## config.mk

```make
export PLATFORM = sky130hd
export DESIGN_NAME = rca_front
export DESIGN_NICKNAME = d
export VERILOG_FILES = /design/src/sv/rca_pkg.sv /design/src/sv/rca_front.sv
export SDC_FILE = /design/constraint.sdc
export NUM_CORES = 1
export LEC_CHECK = 0
export ABC_CLOCK_PERIOD_IN_PS = 4700
export BUFFER_PORTS_ARGS = -buffer_cell sky130_fd_sc_hd__buf_2
export CORE_MARGIN = 2
export CORE_UTILIZATION = 49
export DETAILED_ROUTE_END_ITERATION = 16
export PLACE_DENSITY = 0.72
export SLEW_MARGIN = 5
export SYNTH_ARGS = -nofsm -noshare
export SYNTH_HDL_FRONTEND = slang
export SYNTH_SLANG_ARGS = --single-unit
```

## constraint.sdc

```tcl
create_clock -name i_clk -period 4.7 [get_ports i_clk]
set_clock_uncertainty 0.05 [all_clocks]
set_input_delay 0.94 -clock i_clk [delete_from_list [all_inputs] [get_ports i_clk]]
set_output_delay 0.94 -clock i_clk [all_outputs]
set_load 0.05 [all_outputs]
```

## src/sv/rca_pkg.sv

```systemverilog
// ----------------------------------------------------------------------------
// rca_pkg
// Shared types and constants for the radial cupping artifact core.
// ----------------------------------------------------------------------------
package rca_pkg;

    localparam int MAX_DIM = 4096;
    localparam int DIM_W   = $clog2(MAX_DIM);
    localparam int CFG_W   = 32;
    localparam int IDX_W   = 3;
    localparam int DAT_W   = 24;

    typedef enum logic [IDX_W-1:0] {
        CFG_COLUMNS,
        CFG_ROWS,
        CFG_SPACING_X,
        CFG_SPACING_Y,
        CFG_OFFSET_X,
        CFG_OFFSET_Y,
        CFG_INV_MAX_DISTANCE,
        CFG_MIN_FACTOR
    } t_cfg_idx;

    typedef struct packed {
        logic [12:0]        columns;
        logic [12:0]        rows;
        logic [23:0]        spacing_x;
        logic [23:0]        spacing_y;
        logic signed [31:0] offset_x;
        logic signed [31:0] offset_y;
        logic [31:0]        inv_max_distance;
        logic [17:0]        min_factor;
    } t_cfg;

    typedef struct packed {
        logic signed [DAT_W-1:0] dens;
        logic signed [DAT_W-1:0] prior;
        logic [DIM_W-1:0]        col;
        logic [DIM_W-1:0]        row;
    } t_job;

    typedef struct packed {
        logic valid;
        logic pop;
    } t_queue_ctl;

    typedef enum logic [3:0] {
        ST_IDLE,
        ST_AXIS_X,
        ST_AXIS_Y,
        ST_SQ_X,
        ST_SQ_Y,
        ST_SQRT,
        ST_REL,
        ST_FAC,
        ST_DEL,
        ST_OUT
    } t_state;

endpackage

```

## src/sv/rca_front.sv

```systemverilog
// ----------------------------------------------------------------------------
// rca_front
// Accepts items, tags them with column/row position, queues them (2 deep).
// ----------------------------------------------------------------------------
module rca_front (
    input  logic                  i_clk,
    input  logic                  i_rst_n,
    input  logic [12:0]           i_columns,
    input  logic [12:0]           i_rows,
    input  logic                  i_valid,
    output logic                  o_ready,
    input  logic signed [23:0]    i_dens,
    input  logic signed [23:0]    i_prior,
    input  logic                  i_pop,
    output rca_pkg::t_queue_ctl   o_ctl,
    output rca_pkg::t_job         o_job
);
    import rca_pkg::*;

    t_job             r_mem [2];
    logic             r_wp, r_rp;
    logic [1:0]       r_cnt, n_cnt;
    logic [DIM_W-1:0] r_col, r_row, n_col, n_row;
    logic [DIM_W:0]   lc, lr;
    logic             acc, pop;

    function automatic logic [DIM_W:0] dim_limit(input logic [12:0] v);
        if (v == 13'd0) return (DIM_W+1)'(1);
        if (32'(v) > MAX_DIM) return (DIM_W+1)'(MAX_DIM);
        return (DIM_W+1)'(v);
    endfunction

    assign lc      = dim_limit(i_columns);
    assign lr      = dim_limit(i_rows);
    assign o_ready = (r_cnt != 2'd2);
    assign acc     = i_valid && o_ready;
    assign pop     = i_pop && (r_cnt != 2'd0);
    assign o_ctl.valid = (r_cnt != 2'd0);
    assign o_ctl.pop   = pop;
    assign o_job   = r_mem[r_rp];

    always_comb begin
        n_col = r_col;
        n_row = r_row;
        if ({1'b0, r_col} + 1'b1 >= lc) begin
            n_col = '0;
            if ({1'b0, r_row} + 1'b1 >= lr) begin
                n_row = '0;
            end else begin
                n_row = r_row + 1'b1;
            end
        end else begin
            n_col = r_col + 1'b1;
        end
        n_cnt = r_cnt + {1'b0, acc} - {1'b0, pop};
    end

    always_ff @(posedge i_clk) begin
        if (!i_rst_n) begin
            r_col <= '0;
            r_row <= '0;
            r_wp  <= 1'b0;
            r_rp  <= 1'b0;
            r_cnt <= 2'd0;
        end else begin
            r_cnt <= n_cnt;
            if (acc) begin
                r_col <= n_col;
                r_row <= n_row;
                r_wp  <= ~r_wp;
            end
            if (pop) begin
                r_rp <= ~r_rp;
            end
        end
    end

    always_ff @(posedge i_clk) begin
        if (acc) begin
            r_mem[r_wp] <= '{dens: i_dens, prior: i_prior, col: r_col, row: r_row};
        end
    end

endmodule

```

==> flow_summary.ini, run 1 <==
[worst_setup_path]
start_kind = flip-flop
crit_path_max_fanout = 17
arrival_ns = 4.04
r2r_slack_ns = 0.97
path_class = flip-flop to flip-flop
worst_setup_path_end_kind = flip-flop
cp.required_ns = 5.01

[die]
core_area_mm2 = 0.01503
dieArea_mm2 = 0.01623
start_util_pct = 49.63
placementRows = 45
chipHeight_um = 127.4
die_x_um = 127.4
io_pins = 153

[power]
seqPwrFrac_pct = 41.3
p_clk_share_pct = 27.9
power.density_mw_per_mm2 = 548.9
vdd_drop_max_mv = 0.3682
p_switching_mw = 1.797
comb_power_share_pct = 30.8
switching_share_pct = 36.51
p_int_mw = 3.125
p_leak_nw = 3.528

[sta]
finalSetupViolCount = 0
post-route-period-util_pct = 79.29
max_freq_ghz = 0.2683
slew_headroom_pct = 33.24
rsz0062_at_grt = false
final_hold_viol_count = 0
finalMaxSlewViolations = 0
fin_crit_ns = 3.727
worst_pin_slew_ns = 1.001
setup-tns-final_ns = 0
setup_slack_ns = 0.9735

[detailed_routing]
drc = 0
via_per_inst = 5.294
antenna_left = 0
vias = 4595
wirelength_um = 14220
drt_iter0_drc = 269
detail_route.wl_per_cell_um = 16.38
dr.pass1.iters = 5

[logic_synthesis]
ys_async_sr_fraction_pct = 0
synthCells = 517
synth_cell_types = 45
yosysWarnings = 0
synth_nets = 625
syn_area_mm2 = 0.007461
synthFlopType = edfxtp_1
synth_edf_count = 144
syn_avg_cell_area_um2 = 14.43
seq_area_frac_synth_pct = 65.74
ys_ff_latch = 173

[job]
cap_viol_max_count = 0

[global_route]
antenna_found_initial = 0
groute.usage.overall_pct = 17.71
grt_max_degree = 73
grt_pass1_vias = 4497
grt_pass1_wl_um = 22340
grt.overflow.total = 0

[clock_network]
cts_sinks = 173
cts_root_buffer = clkbuf_16
htreeDepth = 4
clock_latency_ns = 0.42
path_clk_slew_ns = 0.07
ctsResizeCount = 0
clockBufferDepth = 2
cts_hold_buffers = 0
tritoncts = built
numCtsBuffers = 17
cts_setup_buffers = 0

[worst_hold_path]
holdCritPathClass = flip-flop to flip-flop

[place]
dp_hpwl_um = 9610
placed_cell_area_mm2 = 0.008386
port-buffer-count = 152
dp.cells = 836
dp_slack_ns = 1.032
gp_congestion = 0.8452

[run_status]
status = complete, no violations

[final_layout]
fin_cells = 868
final_area_mm2 = 0.008969
nets = 775
drive_gt1_share_pct = 39.41
antenna_cells = 0
area_delta_synth_final_pct = 20.21
## Yosys cell counts, drive strengths merged, types with 2 or more instances
library cell	instances	area (um2)
a22o	7	61.31
nand3	20	100.1
xor2	7	61.31
a31oi	7	43.79
nor3	5	30.03
inv	11	41.29
ha	30	375.4
and2	7	43.79
nor3b	4	30.03
nor2	17	63.81
nor4	4	25.02
mux2	73	822.0
dfxtp	29	580.6
o22ai	5	31.28
nand2b	4	25.02
a21oi	6	30.03
a31o	2	17.52
or2	3	18.77
nand2	51	191.4
and3	5	31.28
o21a	3	22.52
o2bb2ai	2	17.52
buf	4	31.27
clkbuf	19	71.32
xnor2	12	105.1
o21ai	9	45.04
a221o	5	50.05
or3	2	12.51
edfxtp	144	4324
nor2b	5	31.28
nand4	5	31.28
## layout make-up
type / instances / area (um2)
Fill cell: 1195 / 6065
Sequential cell: 173 / 4908
Multi-Input combinational cell: 310 / 2425
Timing Repair Buffer: 154 / 775.7
Clock buffer: 17 / 425.4
Tap cell: 188 / 235.2
Clock inverter: 15 / 157.7
Inverter: 11 / 41.29
## power by group through the flow
stage	clock network, mW	logic [mW]	registers [mW]
2_1_floorplan	0	1.27	1.98
3_3_place_gp	0	1.51	2.06
3_5_place_dp	0	1.53	2.07
4_1_cts	1.40	1.53	2.04
5_1_grt	1.45	1.59	2.06
6_report	1.37	1.51	2.03
## metal layers
metal,track usage [%],wire length (um)
met5,0,0
met4,7.304,305
met3,4.899,948
met2,27.84,6619
met1,23.38,6349
## critical path, cell delays in order, from the launching register on
cell	delay (ns)
dfxtp_1	0.49
ha_1	0.29
nand3_1	0.16
nor2_1	0.39
nand3_1	0.15
xnor2_1	0.17
ha_1	0.32
nand4_1	0.13
o41a_4	0.62
nor3_2	0.61
mux2_2	0.28
## sequential cells by signal, summed over array words and instances (netlist names), named ones only
| register | cells |
|---|---|
| r_rp | 1 |
| r_cnt | 2 |
| r_wp | 1 |
| r_mem | 144 |
| r_row | 12 |
| r_col | 12 |
## through the flow
stage          hold slack [ns]  power (mW)  util, %
4_1_cts                 0.4818       4.970    59.66
3_3_place_gp            0.4450       3.568    55.78
2_1_floorplan           0.3737       3.248        -
5_1_grt                 0.5077       5.110    59.66
6_report                0.4839       4.923    59.66
3_5_place_dp            0.4723       3.599    55.78
## logic make-up (layout without fill, tap and decap cells)
family	Yosys count	after routing	share of synthesized area, %
mux	73	73	11.02
fa+ha+maj	30	30	5.031
simple gates	133	133	8.636
flops	173	173	65.74
buf+inv	34	197	1.928
xor+xnor	19	19	2.230
compound gates	55	55	5.417
## path summary, 6_finish.rpt
check	endpoint	cells after the start	start
setup / recovery	r_row[0]$_SDFFE_PN0P_	10	r_col[0]$_SDFFE_PN0P_
hold / removal	r_mem[0][21]$_DFFE_PP_	0	r_col[9]$_SDFFE_PN0P_
setup reg to reg	r_row[0]$_SDFFE_PN0P_	10	r_col[0]$_SDFFE_PN0P_
hold reg to reg	r_mem[0][21]$_DFFE_PP_	0	r_col[9]$_SDFFE_PN0P_
## cell usage in the layout (no fill, tap or decap), drive strengths merged, types with 6 or more instances in the layout
cell    Yosys  final
clkbuf     19     17
o21ai       9      9
and2        7      7
a31oi       7      7
ha         30     30
nand2      51     51
edfxtp    144    144
clkinv      0      6
nor2       17     17
xor2        7      7
a22o        7      7
dfxtp      29     29
a21oi       6      6
xnor2      12     12
mux2       73     73
inv        11     17
buf         4    154
nand3      20     20
(Power assumes the default switching activity.)
==> run 2, diff against run 1 <==
- ABC_CLOCK_PERIOD_IN_PS: 4700 -> 3100
- clock period: 4.7 -> 3.1 ns (I/O delays scaled with it)
==> run 2 against run 1 <==
- wire length up 2.4%
- power up 59%
- utilization up 2.2 points
- first-iteration DRC count up 17%
- largest power group unchanged
- cell count up 2.3%
- clock-buffer cell count up 1
- largest cell class unchanged
- sequential share of layout area down 1.8 points
- highest routed layer unchanged
- global-route usage up 0.39 points
- register-to-register slack worse by 0.88 ns
- die area unchanged
==> flow_summary.ini, run 2 (same netlist as run 1, synthesis figures left out) <==
[detailed_routing]
antenna_left = 0
detail_route.wl_per_cell_um = 16.41
drt_iter0_drc = 316
via_per_inst = 5.329
dr.pass1.iters = 4
vias = 4732
wirelength_um = 14570
drc = 0

[place]
dp_hpwl_um = 10100
dp.cells = 856
gp_congestion = 0.7979
port-buffer-count = 152

[final_layout]
fin_cells = 888
mostFrequentLayoutCell = buf_2
drive_gt1_share_pct = 43.57
largest-register = r_mem
area_delta_synth_final_pct = 24.72
antenna_cells = 0
n_fill_cell = 1125
final_cell_mix = buf_2 (152), edfxtp_1 (144), mux2_2 (73)
nets = 795
reg.largest.list = r_mem: 144 flops, r_col: 12 flops, r_row: 12 flops
largest_register_ffs = 144

[clock_network]
clockBufferDepth = 2
cts_sinks = 173
tritoncts = built
cts_setup_buffers = 0
path_clk_slew_ns = 0.06
clock_latency_ns = 0.43
numCtsBuffers = 17
htreeDepth = 4
cts_root_buffer = clkbuf_16

[global_route]
grt_max_degree = 73
groute.usage.overall_pct = 18.10
grt.overflow.total = 0
grt_pass1_wl_um = 22810
grt_pass1_vias = 4635
antenna_found_initial = 0

[worst_setup_path]
path_class = flip-flop to flip-flop
cp_cell_sequence = and3_1, nand3_2, or2_1, or3_1, nand2_1, ha_1, nand4_1, inv_1, a221oi_2, o41a_4, nor3_2, buf_4, a221o_1
critical_path_buf_inv_count = 2
crit_slowest_cell = or3_1
cp.required_ns = 3.36
slowest_delay_ns = 0.37
crit_path_max_fanout = 12
worst_setup_path_end_kind = flip-flop
start_kind = flip-flop
arrival_ns = 3.27
cp_top_family = simple AND/OR/NAND/NOR gates

[sta]
fin_crit_ns = 3.006
finalMaxSlewViolations = 0
finalSetupViolCount = 0
slew_headroom_pct = 64.10
max_freq_ghz = 0.3327
post-route-period-util_pct = 96.96
worst_pin_slew_ns = 0.5384
final_hold_viol_count = 0

[job]
cap_viol_max_count = 0

[power]
power.density_mw_per_mm2 = 839.6
power_mw = 7.812
vdd_drop_max_mv = 0.6234
p_leak_nw = 3.692

[die]
io_pins = 153
chipHeight_um = 127.4
dieArea_mm2 = 0.01623
die_x_um = 127.4
core_area_mm2 = 0.01503
placementRows = 45
start_util_pct = 49.63

[run_status]
status = complete, no violations

[worst_hold_path]
holdCritPathClass = primary input to flip-flop
run 2: through the flow:
step	worst slack [ns]	cell area, um2	hold slack [ns]	TNS [ns]	utilization (%)
2_1_floorplan	0.004117	7472	0.3737	0	-
3_3_place_gp	0.09585	8577	0.4599	0	57.05
3_5_place_dp	0.004088	8577	0.4733	0	57.05
4_1_cts	0.01590	9248	0.3106	0	61.51
5_1_grt	-0.01656	9305	0.3143	-0.03997	61.90
6_report	0.09432	9305	0.3332	0	61.90
run 2: repair_timing:
action,4_1_cts,5_1_grt
hold buffers,0,0
setup endpoints to repair,4,24
endpoints found under the hold margin,0,0
gates resized for setup,2,18
pin swaps,0,2
run 2: area by class of cell:
| cell class | instances | area [um2] | share of cell area (%) |
|---|---|---|---|
| Timing Repair Buffer | 174 | 963.4 | 10.35 |
| Sequential cell | 173 | 4922 | 52.90 |
| Clock buffer | 18 | 429.2 | 4.612 |
| Clock inverter | 14 | 239.0 | 2.568 |
| Tap cell | 188 | 235.2 | 2.528 |
| Multi-Input combinational cell | 310 | 2475 | 26.60 |
| Inverter | 11 | 41.29 | 0.4437 |
run 2: report_power, final:
part	total, mW	switching [mW]	internal, mW
Sequential	3.02	0.144	2.88
Clock	2.36	0.846	1.51
Combinational	2.43	1.72	0.711
Total	7.81	2.71	5.10
run 2: final timing paths:
kind / depth (start not counted) / to / from / slack [ns]
worst max-delay path: 13 / r_row[7]$_SDFFE_PN0P_ / r_col[4]$_SDFFE_PN0P_ / 0.09
worst min-delay path: 1 / r_mem[1][24]$_DFFE_PP_ / i_prior[0] / 0.33
worst min register to register: 0 / r_mem[0][0]$_DFFE_PP_ / r_row[0]$_SDFFE_PN0P_ / 0.44
worst max register to register: 13 / r_row[7]$_SDFFE_PN0P_ / r_col[4]$_SDFFE_PN0P_ / 0.09
run 2: routing by layer:
layer	track usage, %	share of wire, %	up-vias
li1	-	-	2300
met3	3.978	6.8	11
met2	29.13	48	179
met1	23.84	44	2242
met4	7.757	1.3	0
met5	0	0	-
run 2: worst register-to-register path: stages, from the launching register on:
cell      delay, ns
dfxtp_1        0.33
and3_1         0.20
nand3_2        0.11
or2_1          0.29
or3_1          0.37
nand2_1        0.10
ha_1           0.23
nand4_1        0.11
inv_1          0.07
a221oi_2       0.25
o41a_4         0.24
nor3_2         0.05
buf_4          0.19
a221o_1        0.30
